$ cat src/sv/tto_pkg.sv
// ----------------------------------------------------------------------------
// tto_pkg: shared constants, types and font for the timestamp text overlay
// Holds the text geometry, the paint colors, the glyph font and the
// character-to-glyph mapping used by the overlay logic.
// ----------------------------------------------------------------------------
`default_nettype none

package tto_pkg;

  localparam int NUM_CHARS  = 17;
  localparam int COORD_BITS = 12;
  localparam int BLOCK_BITS = COORD_BITS - 4;
  localparam int MAX_CHARS  = 17;

  localparam int APB_ADDR_W = 5;
  localparam int APB_DATA_W = 64;

  localparam logic [15:0] WHITE_WORD = 16'heb80;
  localparam logic [15:0] BLACK_WORD = 16'h1080;

  localparam logic [3:0] GLYPH_SLASH = 4'd10;
  localparam logic [3:0] GLYPH_COLON = 4'd11;
  localparam logic [3:0] GLYPH_BLANK = 4'd12;

  localparam logic [7:0] CODE_ZERO  = 8'd48;
  localparam logic [7:0] CODE_NINE  = 8'd57;
  localparam logic [7:0] CODE_SLASH = 8'd47;
  localparam logic [7:0] CODE_COLON = 8'd58;

  typedef enum logic [1:0] {
    REG_CHARS_LOW = 2'd0,
    REG_CHARS_MID = 2'd1,
    REG_CHAR_LAST = 2'd2
  } reg_idx_e;

  typedef logic [NUM_CHARS-1:0][7:0] text_t;
  typedef logic [COORD_BITS-1:0] coord_t;

  typedef struct packed {
    logic paint;
    logic black;
  } mark_t;

  localparam logic [7:0] GLYPH_ROWS [13][16] = '{
    '{8'h00,8'h00,8'h3c,8'h3c,8'h66,8'h66,8'h6e,8'h6e,
      8'h76,8'h76,8'h66,8'h66,8'h3c,8'h3c,8'h00,8'h00},
    '{8'h00,8'h00,8'h18,8'h18,8'h38,8'h38,8'h18,8'h18,
      8'h18,8'h18,8'h18,8'h18,8'h7e,8'h7e,8'h00,8'h00},
    '{8'h00,8'h00,8'h3c,8'h3c,8'h66,8'h66,8'h0c,8'h0c,
      8'h18,8'h18,8'h30,8'h30,8'h7e,8'h7e,8'h00,8'h00},
    '{8'h00,8'h00,8'h7e,8'h7e,8'h0c,8'h0c,8'h18,8'h18,
      8'h0c,8'h0c,8'h66,8'h66,8'h3c,8'h3c,8'h00,8'h00},
    '{8'h00,8'h00,8'h0c,8'h0c,8'h1c,8'h1c,8'h3c,8'h3c,
      8'h6c,8'h6c,8'h7e,8'h7e,8'h0c,8'h0c,8'h00,8'h00},
    '{8'h00,8'h00,8'h7e,8'h7e,8'h60,8'h60,8'h7c,8'h7c,
      8'h06,8'h06,8'h66,8'h66,8'h3c,8'h3c,8'h00,8'h00},
    '{8'h00,8'h00,8'h3c,8'h3c,8'h60,8'h60,8'h7c,8'h7c,
      8'h66,8'h66,8'h66,8'h66,8'h3c,8'h3c,8'h00,8'h00},
    '{8'h00,8'h00,8'h7e,8'h7e,8'h06,8'h06,8'h0c,8'h0c,
      8'h18,8'h18,8'h30,8'h30,8'h30,8'h30,8'h00,8'h00},
    '{8'h00,8'h00,8'h3c,8'h3c,8'h66,8'h66,8'h3c,8'h3c,
      8'h66,8'h66,8'h66,8'h66,8'h3c,8'h3c,8'h00,8'h00},
    '{8'h00,8'h00,8'h3c,8'h3c,8'h66,8'h66,8'h3e,8'h3e,
      8'h06,8'h06,8'h0c,8'h0c,8'h38,8'h38,8'h00,8'h00},
    '{8'h00,8'h00,8'h06,8'h06,8'h0c,8'h0c,8'h18,8'h18,
      8'h30,8'h30,8'h60,8'h60,8'h40,8'h40,8'h00,8'h00},
    '{8'h00,8'h00,8'h00,8'h00,8'h18,8'h18,8'h18,8'h18,
      8'h00,8'h00,8'h18,8'h18,8'h18,8'h18,8'h00,8'h00},
    '{8'h00,8'h00,8'h00,8'h00,8'h00,8'h00,8'h00,8'h00,
      8'h00,8'h00,8'h00,8'h00,8'h00,8'h00,8'h00,8'h00}
  };

  function automatic logic [3:0] glyph_of(input logic [7:0] code);
    logic [3:0] g;
    if (code >= CODE_ZERO && code <= CODE_NINE) begin
      g = 4'(code - CODE_ZERO);
    end else if (code == CODE_SLASH) begin
      g = GLYPH_SLASH;
    end else if (code == CODE_COLON) begin
      g = GLYPH_COLON;
    end else begin
      g = GLYPH_BLANK;
    end
    return g;
  endfunction

  function automatic logic [7:0] glyph_row(input logic [3:0] g, input logic [3:0] r);
    logic [7:0] bits;
    if (g > GLYPH_BLANK) begin
      bits = 8'h00;
    end else begin
      bits = GLYPH_ROWS[g][r];
    end
    return bits;
  endfunction

endpackage

`default_nettype wire

$ cat src/sv/timestamp_text_overlay_unit.sv
// ----------------------------------------------------------------------------
// timestamp_text_overlay_unit: bitmap font text overlay on a pixel stream
// Paints a 17-character text with a drop shadow onto packed pixel words.
//
// The input channel takes one pixel word per item with its column and line;
// an item is accepted when in_valid_i is high and in_stall_o is low. Each
// item gives exactly one result item on the output channel, taken when
// out_valid_o is high and out_stall_i is low. An item passes through an
// input register and a result register, and its result is shown once it
// has moved on into the result register. With no stall one item is taken
// every cycle; the glyph lookup between the two registers is combinational.
// When the receiver stalls, the result register holds its item and the
// input register fills, after which in_stall_o rises; no item is lost.
// The user is to write the text over the APB-style port only while no
// item is in flight; the block itself does not enforce this.
// Reset empties both registers and clears the text to all zero codes,
// which draw nothing, so words pass through unchanged.
// ----------------------------------------------------------------------------
`default_nettype none

module timestamp_text_overlay_unit (
  input  wire logic                            clk_i,
  input  wire logic                            rst_ni,
  input  wire logic                            psel,
  input  wire logic                            penable,
  input  wire logic                            pwrite,
  input  wire logic [tto_pkg::APB_ADDR_W-1:0]  paddr,
  input  wire logic [tto_pkg::APB_DATA_W-1:0]  pwdata,
  output logic      [tto_pkg::APB_DATA_W-1:0]  prdata,
  output logic                                 pready,
  input  wire logic                            in_valid_i,
  output logic                                 in_stall_o,
  input  wire logic [15:0]                     pixel_in_i,
  input  wire tto_pkg::coord_t                 word_column_i,
  input  wire tto_pkg::coord_t                 line_number_i,
  output logic                                 out_valid_o,
  input  wire logic                            out_stall_i,
  output logic      [15:0]                     pixel_out_o
);
  import tto_pkg::*;

  text_t       text;
  mark_t       mark;
  logic        s1_valid_q;
  logic [15:0] s1_pixel_q;
  coord_t      s1_col_q;
  coord_t      s1_line_q;
  logic        out_valid_q;
  logic [15:0] pixel_out_q;
  logic [15:0] pixel_out_d;
  logic        out_en;
  logic        s1_en;

  tto_cfg_regs u_cfg_regs (
    .clk_i   (clk_i),
    .rst_ni  (rst_ni),
    .psel    (psel),
    .penable (penable),
    .pwrite  (pwrite),
    .paddr   (paddr),
    .pwdata  (pwdata),
    .prdata  (prdata),
    .pready  (pready),
    .text_o  (text)
  );

  tto_mark_logic u_mark_logic (
    .col_i  (s1_col_q),
    .line_i (s1_line_q),
    .text_i (text),
    .mark_o (mark)
  );

  assign out_en     = !out_valid_q || !out_stall_i;
  assign s1_en      = !s1_valid_q || out_en;
  assign in_stall_o = !s1_en;

  always_comb begin
    pixel_out_d = s1_pixel_q;
    if (mark.paint) begin
      pixel_out_d = mark.black ? BLACK_WORD : WHITE_WORD;
    end
  end

  always_ff @(posedge clk_i or negedge rst_ni) begin
    if (!rst_ni) begin
      s1_valid_q  <= 1'b0;
      out_valid_q <= 1'b0;
    end else begin
      if (s1_en) begin
        s1_valid_q <= in_valid_i;
      end
      if (out_en) begin
        out_valid_q <= s1_valid_q;
      end
    end
  end

  always_ff @(posedge clk_i) begin
    if (s1_en && in_valid_i) begin
      s1_pixel_q <= pixel_in_i;
      s1_col_q   <= word_column_i;
      s1_line_q  <= line_number_i;
    end
    if (out_en && s1_valid_q) begin
      pixel_out_q <= pixel_out_d;
    end
  end

  assign out_valid_o = out_valid_q;
  assign pixel_out_o = pixel_out_q;

endmodule

`default_nettype wire

$ cat src/sv/tto_cfg_regs.sv
// ----------------------------------------------------------------------------
// tto_cfg_regs: configuration registers of the timestamp text overlay
// APB-style register port holding the ASCII text, 64-bit data, one
// register every eight bytes, with zero wait states.
// ----------------------------------------------------------------------------
`default_nettype none

module tto_cfg_regs (
  input  wire logic                              clk_i,
  input  wire logic                              rst_ni,
  input  wire logic                              psel,
  input  wire logic                              penable,
  input  wire logic                              pwrite,
  input  wire logic [tto_pkg::APB_ADDR_W-1:0]    paddr,
  input  wire logic [tto_pkg::APB_DATA_W-1:0]    pwdata,
  output logic      [tto_pkg::APB_DATA_W-1:0]    prdata,
  output logic                                   pready,
  output tto_pkg::text_t                         text_o
);
  import tto_pkg::*;

  logic [63:0] chars_low_q;
  logic [63:0] chars_mid_q;
  logic [7:0]  char_last_q;
  logic        wr_en;
  logic [1:0]  reg_idx;
  logic [MAX_CHARS-1:0][7:0] all_chars;

  assign pready  = 1'b1;
  assign reg_idx = paddr[4:3];
  assign wr_en   = psel && penable && pwrite;

  always_ff @(posedge clk_i or negedge rst_ni) begin
    if (!rst_ni) begin
      chars_low_q <= '0;
      chars_mid_q <= '0;
      char_last_q <= '0;
    end else if (wr_en && paddr[2:0] == 3'd0) begin
      unique case (reg_idx)
        REG_CHARS_LOW: chars_low_q <= pwdata;
        REG_CHARS_MID: chars_mid_q <= pwdata;
        REG_CHAR_LAST: char_last_q <= pwdata[7:0];
        default: ;
      endcase
    end
  end

  always_comb begin
    prdata = '0;
    if (paddr[2:0] == 3'd0) begin
      unique case (reg_idx)
        REG_CHARS_LOW: prdata = chars_low_q;
        REG_CHARS_MID: prdata = chars_mid_q;
        REG_CHAR_LAST: prdata = {56'd0, char_last_q};
        default:       prdata = '0;
      endcase
    end
  end

  assign all_chars = {char_last_q, chars_mid_q, chars_low_q};
  assign text_o    = all_chars[NUM_CHARS-1:0];

endmodule

`default_nettype wire

$ cat src/sv/tto_mark_logic.sv
// ----------------------------------------------------------------------------
// tto_mark_logic: glyph hit test for one pixel word
// Finds the character under the word and its left neighbor, and decides
// whether the word is painted white, painted with shadow, or left alone.
// ----------------------------------------------------------------------------
`default_nettype none

module tto_mark_logic (
  input  wire tto_pkg::coord_t col_i,
  input  wire tto_pkg::coord_t line_i,
  input  wire tto_pkg::text_t  text_i,
  output tto_pkg::mark_t       mark_o
);
  import tto_pkg::*;

  logic [BLOCK_BITS-1:0] block;
  logic [3:0]            sub;
  logic [7:0]            cur_code;
  logic [7:0]            prev_code;
  logic [7:0]            cur_row_w;
  logic [7:0]            cur_row_b;
  logic [7:0]            prev_row_b;
  coord_t                line_w;
  coord_t                line_b;
  logic                  row_w_ok;
  logic                  row_b_ok;
  logic [3:0]            dx_b;
  logic                  hit_cur_w;
  logic                  hit_cur_b;
  logic                  hit_prev_b;

  assign block = col_i[COORD_BITS-1:4];
  assign sub   = col_i[3:0];

  always_comb begin
    cur_code  = 8'd0;
    prev_code = 8'd0;
    for (int i = 0; i < NUM_CHARS; i++) begin
      if (block == BLOCK_BITS'(i + 1)) begin
        cur_code = text_i[i];
      end
      if (block == BLOCK_BITS'(i + 2)) begin
        prev_code = text_i[i];
      end
    end
  end

  assign line_w   = line_i - COORD_BITS'(16);
  assign line_b   = line_i - COORD_BITS'(17);
  assign row_w_ok = (line_i >= COORD_BITS'(16)) && (line_w[COORD_BITS-1:4] == '0);
  assign row_b_ok = (line_i >= COORD_BITS'(17)) && (line_b[COORD_BITS-1:4] == '0);

  assign cur_row_w  = glyph_row(glyph_of(cur_code), line_w[3:0]);
  assign cur_row_b  = glyph_row(glyph_of(cur_code), line_b[3:0]);
  assign prev_row_b = glyph_row(glyph_of(prev_code), line_b[3:0]);

  assign dx_b = sub - 4'd2;

  assign hit_cur_w  = row_w_ok && cur_row_w[~sub[3:1]];
  assign hit_cur_b  = row_b_ok && (sub >= 4'd2) && cur_row_b[~dx_b[3:1]];
  assign hit_prev_b = row_b_ok && (sub < 4'd2) && prev_row_b[0];

  always_comb begin
    mark_o.paint = hit_cur_w || hit_cur_b || hit_prev_b;
    mark_o.black = hit_cur_b || (!hit_cur_w && hit_prev_b);
  end

endmodule

`default_nettype wire
$ cat config.mk
export PLATFORM = sky130hd
export DESIGN_NAME = timestamp_text_overlay_unit
export DESIGN_NICKNAME = d
export VERILOG_FILES = /design/src/sv/tto_pkg.sv /design/src/sv/timestamp_text_overlay_unit.sv /design/src/sv/tto_cfg_regs.sv /design/src/sv/tto_mark_logic.sv
export SDC_FILE = /design/constraint.sdc
export NUM_CORES = 1
export LEC_CHECK = 0
export ABC_AREA = 1
export BUFFER_PORTS_ARGS = -buffer_cell sky130_fd_sc_hd__buf_2
export CORE_ASPECT_RATIO = 1.2
export CORE_UTILIZATION = 57
export CTS_CLUSTER_SIZE = 10
export DETAILED_ROUTE_END_ITERATION = 10
export HOLD_SLACK_MARGIN = 0.03
export PLACE_DENSITY = 0.81
export SLEW_MARGIN = 30
export SYNTH_ARGS = -nofsm -noshare
export SYNTH_HDL_FRONTEND = slang
export SYNTH_HIERARCHICAL = 1
export SYNTH_SLANG_ARGS = --single-unit
$ cat constraint.sdc
create_clock -name clk_i -period 5.4 [get_ports clk_i]
set_input_delay 0 -clock clk_i [delete_from_list [all_inputs] [get_ports clk_i]]
set_output_delay 0 -clock clk_i [all_outputs]
set_load 0.005 [all_outputs]
==> metrics list, run 1 <==
- Detailed placement ended at an HPWL of 25,700 um.
* Tightest Hold Check Type: primary input to register
* Final setup violation count: 0
- Along the worst hold path, the cell count comes to 4.
- Setup slack closes at 0.290 ns.
- Area of the mapped netlist: 11,500 um2
- Data required time at the worst endpoint: 5.60 ns
- Of the total power, the share spent switching nets is 30.3%.
- Die width: 131 um
* Worst clock skew: 0.0180 ns
- Proportion of layout cells with a drive suffix above 1: 18.3%
* Number of clock sinks: 193
- Once the floorplan was initialized, standard cells occupied 58.4% of the core.
- MaxCap Viol Count: 0
- The worst-case IR drop observed on VDD is 223 uV.
* Place WS: 0.331 ns
- At the later pin of the worst-skew pair, clock insertion delay measures 0.45 ns.
- Fin util: 72.9%
- Reg area: 5100 um2
- For this design the ratio of total power to cell area is 245 nW/um2.
- Count of synthesis-stage warnings from yosys: 6
* Mapped Avg Cell Area: 7.27 um2
- For this run, design rule violations remaining after detail routing come to 0.
- STA classifies the critical path endpoint as a register.
* Clock group share of total power: 38.2%
- Input and output buffers added on the ports amount to 196.
- Min Clock Period, post-route: 5.11 ns
- Compared with the post-synthesis result, the final layout area differs by 24.7%.
- Measured in cells, the most critical reg-to-reg path has a length of 36.
* Post-route antenna net violation count: 0
- First-pass GRT wire length: 60,600 um
- # rows: 56
* Fill cells: 1,524
- Internal: 0.00244 W
- Critical-path cell with the highest stage delay: sky130_fd_sc_hd__edfxtp_1
- The path with the worst hold slack has its endpoint at u_cfg_regs/char_last_q[7].
* Max Slew Vio Count: 0
* Launching point of the worst reg2reg path: s1_col_q[5]
- At the worst endpoint, the arrival time is 5.31 ns.
* Total vias in the final route: 12,100
- Switching Power: 0.00106 W
- The run finished with clean final reports.
- Final count of hold timing violations: 0
- Cell leakage power: 7.17 nW
- The clock passes through at most 2 buffers.
* Clock H-tree levels: 4
- The first TritonRoute pass finished after 7 iterations.
- After floorplanning, the core was sized to cover 19,600 um2.
* Area of the die: 20,700 um2
* Critical Path Source Type: register
- Highest net fanout along the worst path: 8
- Clock tree synthesis inserted a total of 17 buffers.
- For this run the aggregate overflow at the end of global routing stands at 0.
- TritonCTS built the clock tree.
- The number of nets in the synthesized netlist is 1,702.
* Endpoint of the worst-slack reg-to-reg timing path: pixel_out_o[12]
- WL final: 38,700 um
* Flop-to-flop setup slack: 0.29 ns
* Cell type with the highest occurrence count on the critical path: sky130_fd_sc_hd__nand2_1
- Average wire per standard cell: 18.2 um
- Post-Route Hold Slack: 0.0501 ns
* GR Util All Layers: 37.8%
* Area of the multi-input gates: 5530 um2
* Vias in the first global route: 11,700
- Drt via density: 5.71
- Of the total power, combinational logic draws 12.5%.
* Initial antenna violation count: 0
* Largest incremental delay on the critical path: 0.51 ns
* Worst Max-Slew Pin Slew: 0.950 ns
- In this run the tightest slew margin relative to its limit is 36.7%.
- For this block, the initial DRC count from the detailed router was 1,242.
- Per report_power, the sequential group accounts for 49.3% of the total.
- The floorplan step set the die height to 157 um.
* Pin count of the biggest net entering global routing: 137
- Fraction of the cycle the final worst path needs: 94.6%
- Clock-pin slew was measured on the worst setup and hold paths at 0.09 ns.
- Clock tree synthesis selected as its root buffer the cell sky130_fd_sc_hd__clkbuf_16.
- Placer Congestion: 0.985
- Nets@finish: 1,976
- Gate Count Post-Synth: 1,576
- The worst setup path is of the register to register kind.
- Fmax: 0.196 GHz
- For this design the top-level I/O count stands at 199.
- Hold path start: paddr[3]
## power by group through the flow
| stage | clock (W) | sequential [W] | combinational [W] |
|---|---|---|---|
| detailed placement | 0 | 0.00175 | 0.000361 |
| finish | 0.00134 | 0.00173 | 0.000438 |
| floorplan | 0 | 0.00171 | 0.000224 |
| global route | 0.00140 | 0.00174 | 0.000488 |
| global placement | 0 | 0.00175 | 0.000351 |
| CTS | 0.00134 | 0.00172 | 0.000424 |
## metal layers
metal	part of all wire, %	global-route usage (%)	up-vias
li1	-	-	5642
met1	37	44.7	5670
met2	51	66.3	678
met3	7.1	4.93	142
met4	5.2	21.7	0
met5	0	0	-
## layout by cell type (no fill, tap or decap), types with 27 or more instances in the layout
master	instances
sky130_fd_sc_hd__inv_1	92
sky130_fd_sc_hd__buf_4	27
sky130_fd_sc_hd__edfxtp_1	55
sky130_fd_sc_hd__buf_2	195
sky130_fd_sc_hd__dfrtp_1	138
sky130_fd_sc_hd__nor2_1	62
sky130_fd_sc_hd__nand3_1	226
sky130_fd_sc_hd__a21oi_1	88
sky130_fd_sc_hd__dlygate4sd3_1	107
sky130_fd_sc_hd__nand2_1	665
## sequential cells by signal (all words and copies together) (netlist names)
| signal | cells |
|---|---|
| u_cfg_regs/chars_low_q | 64 |
| pixel_out_o | 16 |
| out_valid_o | 1 |
| s1_line_q | 12 |
| s1_valid_q | 1 |
| s1_pixel_q | 16 |
| s1_col_q | 11 |
| u_cfg_regs/chars_mid_q | 64 |
| u_cfg_regs/char_last_q | 8 |
## what timing repair did
| action | in CTS | in global routing |
|---|---|---|
| hold buffers | 107 | 0 |
| gates resized for setup | 0 | 10 |
| setup endpoints to repair | 0 | 16 |
| hold endpoints to repair | 257 | 0 |
| buffers inserted | 0 | 6 |
## critical path: cells and delay by family (launching register included)
family | cells | cell delay [ns]
fa+ha+maj | 1 | 0.29
buf+inv | 3 | 0.39
compound gates | 2 | 0.23
flops | 1 | 0.51
simple gates | 30 | 3.42
## metrics by stage
step	instance area (um2)	cells	setup TNS (ns)	total power (W)
after floorplan	11500	1576	0	0.00193
after global placement	12500	1979	0	0.00210
after detailed placement	12500	1979	0	0.00211
after CTS	14200	2118	0	0.00349
after global routing	14300	2124	-0.114	0.00363
final	14300	2125	0	0.00350
## area by class of cell
type / instances / area share [%]
antenna: 1 / 0.0175
clock buffer: 17 / 2.97
clock inverter: 15 / 1.48
inverter: 110 / 2.94
multi-input combinational: 1197 / 38.7
sequential: 193 / 35.7
tap: 261 / 2.28
timing repair buffer: 331 / 15.9
## how the worst max path moves through the flow
stage | cells past startpoint | slack, ns | from | end
floorplan | 30 | 1.15 | s1_col_q[9] | pixel_out_o[7]
global placement | 32 | 0.46 | s1_col_q[11] | pixel_out_o[12]
detailed placement | 32 | 0.33 | s1_col_q[9] | pixel_out_o[12]
CTS | 32 | 0.29 | s1_col_q[9] | pixel_out_o[12]
global route | 36 | -0.06 | s1_col_q[9] | pixel_out_o[12]
finish | 36 | 0.29 | s1_col_q[5] | pixel_out_o[12]
Power figures use the tool's default switching activity.
==> inputs of run 2 (changes only) <==
CORE_UTILIZATION = 41   (was 57)
CTS_BUF_LIST = sky130_fd_sc_hd__clkbuf_4 sky130_fd_sc_hd__clkbuf_8   (was unset)
PLACE_DENSITY = unset   (was 0.81)
==> metrics list, run 2 (synthesis gave the netlist of run 1 again) <==
- Placer Congestion: 0.908 (-7.9%)
* Data arrival, critical path: 5.21 ns (-0.10 ns)
- The H-tree depth is 4 (unchanged).
- Cell leakage power: 7.03 nW (-2.0%)
- Clock Tree Buf Depth: 2 (unchanged)
* Tightest Hold Check Type: primary input to async pin
- Detailed-route DRC error count: 0 (unchanged)
- First-pass GRT wire length: 60,600 um (about the same)
- The critical path in this run is classified as register to register.
- Largest incremental delay on the critical path: 0.51 ns (about the same)
* Most crowded layer after global routing: met2
- The combined global-route utilization of all metal layers came to 27.7% (-10 points).
* Vias in the first global route: 11,100 (-5.2%)
- The worst slew margin relative to its limit is 32.3% (-4.4 points).
- Drt initial violations: 802 (-35%)
- The average wire per standard cell was 17.5 um (-3.9%).
- Final count of hold timing violations: 0 (unchanged)
- The cell family contributing the most delay on the critical path is simple AND/OR/NAND/NOR gates.
- Number of clock sinks: 193 (unchanged)
- The post-route minimum period was 4.96 ns (-0.148 ns).
- Area of the die: 28,600 um2 (+38%)
- The met2 capacity usage during global routing was 47.5% (-19 points).
* Pin count of the biggest net entering global routing: 137 (unchanged)
* Detailed placement HPWL: 27,300 um (+6.6%)
- Nets@finish: 1,972 (-0.20%)
* MaxCap Viol Count: 0 (unchanged)
- Area of the core region: 27,300 um2 (+39%)
* CP Capture Type: register
- Total placed instance area: 12,600 um2 (+0.95%)
- Overflow left after global routing: 0 (unchanged)
* Post-route antenna net violation count: 0 (unchanged)
- Highest net fanout along the worst path: 7 (-1)
* # rows: 66 (+18%)
- Setup repair after global routing left no endpoint under its margin.
* Fmax: 0.202 GHz (+3.0%)
- The data required time of the critical path was 5.64 ns (+0.04 ns).
- Worst ir drop on vdd: 148 uV (-34%)
- Worst path bufs/invs: 3 (unchanged)
* Leading cell type in the layout, fill and taps excluded: sky130_fd_sc_hd__nand2_1
- The number of top-level design ports came to 199 (unchanged).
* Total vias in the final route: 11,500 (-5.0%)
* Commonest non-fill, non-tap cells in the layout: sky130_fd_sc_hd__nand2_1 (666), sky130_fd_sc_hd__nand3_1 (227), sky130_fd_sc_hd__buf_2 (195)
* Max Slew Vio Count: 0 (unchanged)
- The final worst-path cycle share was 91.9% (-2.7 points).
- The starting density of the core came to 41.9% (-16 points).
- Compared with the post-synthesis result, the final layout area differs by 23.3%.
- Met1 usage in global routing: 34.7% (-10 points)
- Place WS: 0.323 ns (-0.00792 ns)
- The fraction of layout instances using a drive strength above 1 is 17.7% (-0.55 points).
- Among all stages on the critical path, the largest delay is contributed by sky130_fd_sc_hd__edfxtp_1.
- The design area was 14,100 um2 (-1.2%).
- The flow ran to the end, and the final reports show no timing, DRC or antenna violations.
- Worst clock skew: 0.0114 ns (-0.00659 ns)
- The final-report setup violation count came to 0 (unchanged).
- Clock insertion delay at the later pin of the skew report: 0.49 ns (+0.04 ns)
- Vertical die dimension: 185 um (+18%)
- The power density of the placed cells is 217 nW/um2 (-11%).
- Fraction of met3 tracks used by global routing: 3.72% (-1.2 points)
* Ant diodes: 0 (-1)
- WL final: 39,100 um (+0.97%)
- Worst Max-Slew Pin Slew: 1.02 ns (+0.0663 ns)
* Initial antenna violation count: 0 (unchanged)
- STA classifies the critical path startpoint as a register.
* Count of TritonRoute iterations in the first routing pass: 5 (-2)
* Buffers added on ports: 196 (unchanged)
* Registers with the most flip-flops: u_cfg_regs/chars_low_q (64), u_cfg_regs/chars_mid_q (64)
- The TritonCTS buffer count came to 17 (unchanged).
- Setup tns final: 0 ns (unchanged)
- Drt via density: 5.16 (-9.6%)
* Clock tree from TritonCTS: yes
- Die width: 155 um (+18%)
* Fin worst setup slack: 0.438 ns (+0.148 ns)
- Register clock-pin slew on the reported worst setup and hold paths: 0.11 ns (+0.02 ns)
- Cell type with the highest occurrence count on the critical path: sky130_fd_sc_hd__nand2_1
* Clock root buffer master: sky130_fd_sc_hd__clkbuf_8
-- run 2: changes by cell type in the layout (fill, tap and decap cells not counted), moves of 4 or more --
cell / before / now
sky130_fd_sc_hd__clkbuf_16: 17 / 0
sky130_fd_sc_hd__buf_4: 27 / 20
sky130_fd_sc_hd__clkbuf_8: 0 / 17
sky130_fd_sc_hd__inv_12: 4 / 0
sky130_fd_sc_hd__clkinv_8: 5 / 1
-- run 2: power breakdown --
group | leakage (nW) | switching, W | internal (W) | total, W
Combinational | 4.45 | 0.000258 | 0.000173 | 0.000432
Clock | 0.186 | 0.000571 | 0.000340 | 0.000911
Sequential | 2.40 | 0.000107 | 0.00162 | 0.00173
-- run 2: metrics by stage --
step / hold WS [ns] / instances / power (W) / util [%]
2_1_floorplan: -0.296 / 1576 / 0.00193 / -
3_3_place_gp: 0.0890 / 2089 / 0.00212 / 46.2
3_5_place_dp: 0.0870 / 2089 / 0.00212 / 46.2
4_1_cts: 0.0895 / 2231 / 0.00309 / 51.6
5_1_grt: 0.123 / 2233 / 0.00322 / 51.7
6_report: 0.0812 / 2233 / 0.00307 / 51.7
-- run 2: area by class of cell --
type / count / area (um2)
Sequential cell: 193 / 5100
Clock buffer: 18 / 241
Inverter: 110 / 415
Timing Repair Buffer: 327 / 2260
Tap cell: 374 / 468
Clock inverter: 14 / 123
Fill cell: 2729 / 13200
Multi-Input combinational cell: 1197 / 5520
-- run 2: routing by layer --
metal,part of all wire (%),vias up
li1,-,5622
met1,42,5431
met2,50,397
met3,4.8,79
met4,3.6,0
met5,0,-
-- run 2: final timing paths --
check,start,cells past startpoint,slack [ns],to
max,s1_col_q[4],32,0.44,pixel_out_o[7]
min,rst_ni,2,0.08,u_cfg_regs/chars_mid_q[13]
max reg2reg,s1_col_q[4],32,0.44,pixel_out_o[7]
min reg2reg,u_cfg_regs/chars_mid_q[49],2,0.50,u_cfg_regs/chars_mid_q[49]
max in group asynchronous,rst_ni,3,3.96,u_cfg_regs/chars_low_q[21]
min in group clk_i,line_number_i[10],2,0.22,s1_line_q[10]
-- run 2: what timing repair did --
action / in CTS / in global routing
hold buffers: 110 / 0
gates resized for setup: 0 / 6
hold endpoints to repair: 266 / 0
buffers inserted: 0 / 2
setup endpoints to repair: 0 / 15
==> inputs of run 3 (changes only) <==
GPL_TIMING_DRIVEN = 0   (was unset)
==> metrics list, run 3 (synthesis gave the netlist of run 1 again) <==
* Register clock-pin slew on the reported worst setup and hold paths: 0.11 ns (about the same)
* Clock insertion delay at the later pin of the skew report: 0.50 ns (about the same)
- The number of global-route vias before repair is 11,400 (+3.0%).
- Die width: 155 um (unchanged)
- Buffers added on ports: 196 (unchanged)
* Max Slew Vio Count: 0 (unchanged)
* Worst ir drop on vdd: 186 uV (+26%)
- The routed wire length on met2 came to 20,900 um (+7.5%).
* Commonest non-fill, non-tap cells in the layout: sky130_fd_sc_hd__nand2_1 (663), sky130_fd_sc_hd__buf_2 (230), sky130_fd_sc_hd__nand3_1 (226)
* Registers with the most flip-flops: u_cfg_regs/chars_low_q (64), u_cfg_regs/chars_mid_q (64)
* Fin util: 53.6% (+1.9 points)
- The cell sitting at the root of the clock tree is a sky130_fd_sc_hd__clkbuf_8.
- Clock tree from TritonCTS: yes
- The number of top-level design ports was 199 (unchanged).
- Pin count of the biggest net entering global routing: 78 (-43%)
* Area of the die: 28,600 um2 (unchanged)
- The critical path data arrival time was 5.39 ns (+0.18 ns).
- Starting Density: 41.9% (unchanged)
- The global-route wire length before repair was 64,000 um (+5.5%).
- Fmax: 0.195 GHz (-3.3%)
- Area of the core region: 27,300 um2 (unchanged)
- Final setup violation count: 0 (unchanged)
* Setup repair after global routing missed its margin: yes
* Nets@finish: 2,040 (+3.4%)
- Min Clock Period, post-route: 5.13 ns (+0.168 ns)
* Cell leakage power: 7.36 nW (+4.6%)
* Cell type with the highest occurrence count on the critical path: sky130_fd_sc_hd__nand2_1
- The number of routed nets with antenna violations came to 0 (unchanged).
- Instance count after placement with tap cells included: 2,149 (+2.9%)
* Flop-to-flop setup slack: 0.27 ns (-0.17 ns)
- The DRC violation total after the first TritonRoute iteration was 875 (+9.1%).
- The TritonCTS buffer count came to 17 (unchanged).
- Final cell area excluding filler cells: 14,600 um2 (+3.6%)
- Initial antenna violation count: 0 (unchanged)
- The worst setup path is of the register to register kind.
* Detailed-route DRC error count: 0 (unchanged)
* Area of the multi-input gates: 5580 um2 (+1.1%)
* Post-route met1 wirelength: 16,600 um (+1.3%)
- The data required time of the critical path came to 5.66 ns (+0.02 ns).
- Signed area change from the synthesized netlist to the final layout: 27.7%
- Largest incremental delay on the critical path: 0.38 ns (-0.13 ns)
* Fill cells: 2,698 (-1.1%)
- The worst slew margin relative to its limit came to 40.1% (+7.8 points).
* Total vias in the final route: 11,900 (+3.5%)
- Critical Path Source Type: register
- The number of sinks handled by clock tree synthesis was 193 (unchanged).
* Tightest Hold Check Type: primary input to register
- Highest net fanout along the worst path: 10 (+3)
- The sum of met3 wire segment lengths after detailed routing was 2460 um (+32%).
- The total count of hold-check failures in the final report came to 0 (unchanged).
- Placer Congestion: 0.945 (+4.1%)
* Power Density: 215 nW/um2 (-0.96%)
- Clock H-tree levels: 4 (unchanged)
* Clock Tree Buf Depth: 2 (unchanged)
- Detailed placement HPWL: 31,300 um (+15%)
* Total placed instance area: 13,000 um2 (+2.8%)
* # rows: 66 (unchanged)
- Status: complete, no violations
- Leaving out fill and tap cells, the most frequent cell in the layout is sky130_fd_sc_hd__nand2_1.
- The combined global-route utilization of all metal layers was 29.8% (+2.1 points).
- Vertical die dimension: 185 um (unchanged)
- CP Capture Type: register
- Worst clock skew: 0.0179 ns (+0.00647 ns)
* Reg area: 5100 um2 (unchanged)
* MaxCap Viol Count: 0 (unchanged)
* Drt via density: 5.18 (+0.35%)
* Count of TritonRoute iterations in the first routing pass: 7 (+2)
- Overflow left after global routing: 0 (unchanged)
- Worst Max-Slew Pin Slew: 0.896 ns (-0.120 ns)
* Proportion of layout cells with a drive suffix above 1: 21.0% (+3.3 points)
* DR top layer: met4
* WL final: 41,800 um (+6.9%)
* Critical-path cell with the highest stage delay: sky130_fd_sc_hd__edfxtp_1
- Final cell count without fillers: 2,302 (+3.1%)
- The average wire per standard cell is 18.2 um (+3.7%).
* Fraction of the cycle the final worst path needs: 95.0% (+3.1 points)
==> run 3: worst paths after layout <==
kind | startpoint | end | depth (start not counted)
max in group asynchronous | rst_ni | out_valid_o | 4
worst min-delay path | paddr[3] | u_cfg_regs/chars_low_q[52] | 5
worst min register to register | u_cfg_regs/chars_mid_q[60] | u_cfg_regs/chars_mid_q[60] | 2
worst max register to register | s1_col_q[11] | pixel_out_o[7] | 36
min in group asynchronous | rst_ni | u_cfg_regs/chars_mid_q[10] | 3
worst max-delay path | s1_col_q[11] | pixel_out_o[7] | 36
==> run 3: metrics by stage <==
stage	TNS [ns]	setup WS, ns	hold WS (ns)	total power (W)
final	0	0.270	0.0656	0.00315
after global routing	-0.166	-0.0520	0.0719	0.00329
after CTS	0	0.00184	0.0409	0.00316
after detailed placement	-0.00721	-0.00721	-0.0206	0.00215
after global placement	0	0.00584	0.178	0.00214
after floorplan	0	1.15	-0.296	0.00193
==> run 3: repair_timing <==
item / in CTS / in global routing
endpoints found under the hold margin: 341 / 0
setup buffers: 0 / 11
hold buffers: 109 / 0
pin swaps: 1 / 9
cloned: 0 / 0
endpoints found under the setup margin: 1 / 16
gates resized for setup: 0 / 31
==> run 3: critical path: cells and delay by family (launching register included) <==
family                   cells  cell delay (ns)
adder cells (fa/ha/maj)      1             0.37
buffers and inverters        6             0.87
flip-flops                   1             0.38
AND/OR/NAND/NOR             29             3.26
==> run 3: area by class of cell <==
| type | count | area share (%) |
|---|---|---|
| Timing Repair Buffer | 319 | 15.2 |
| Sequential cell | 193 | 34.9 |
| Clock inverter | 15 | 1.03 |
| Multi-Input combinational cell | 1197 | 38.1 |
| Inverter | 110 | 2.84 |
| Buffer | 76 | 3.14 |
| Tap cell | 374 | 3.20 |
| Antenna cell | 1 | 0.0171 |
| Clock buffer | 17 | 1.60 |
==> run 3: power by group <==
part / internal (W) / switching (W) / total, W / leakage [nW]
sequential: 0.00162 / 0.000106 / 0.00173 / 2.40
combinational: 0.000191 / 0.000278 / 0.000470 / 4.76
clock: 0.000350 / 0.000605 / 0.000955 / 0.196
==> run 3: routing by layer <==
| layer | track usage [%] | vias up |
|---|---|---|
| met5 | 0 | - |
| met4 | 13.9 | 0 |
| met3 | 4.09 | 95 |
| met2 | 52.7 | 519 |
| met1 | 35.7 | 5537 |
| li1 | - | 5776 |
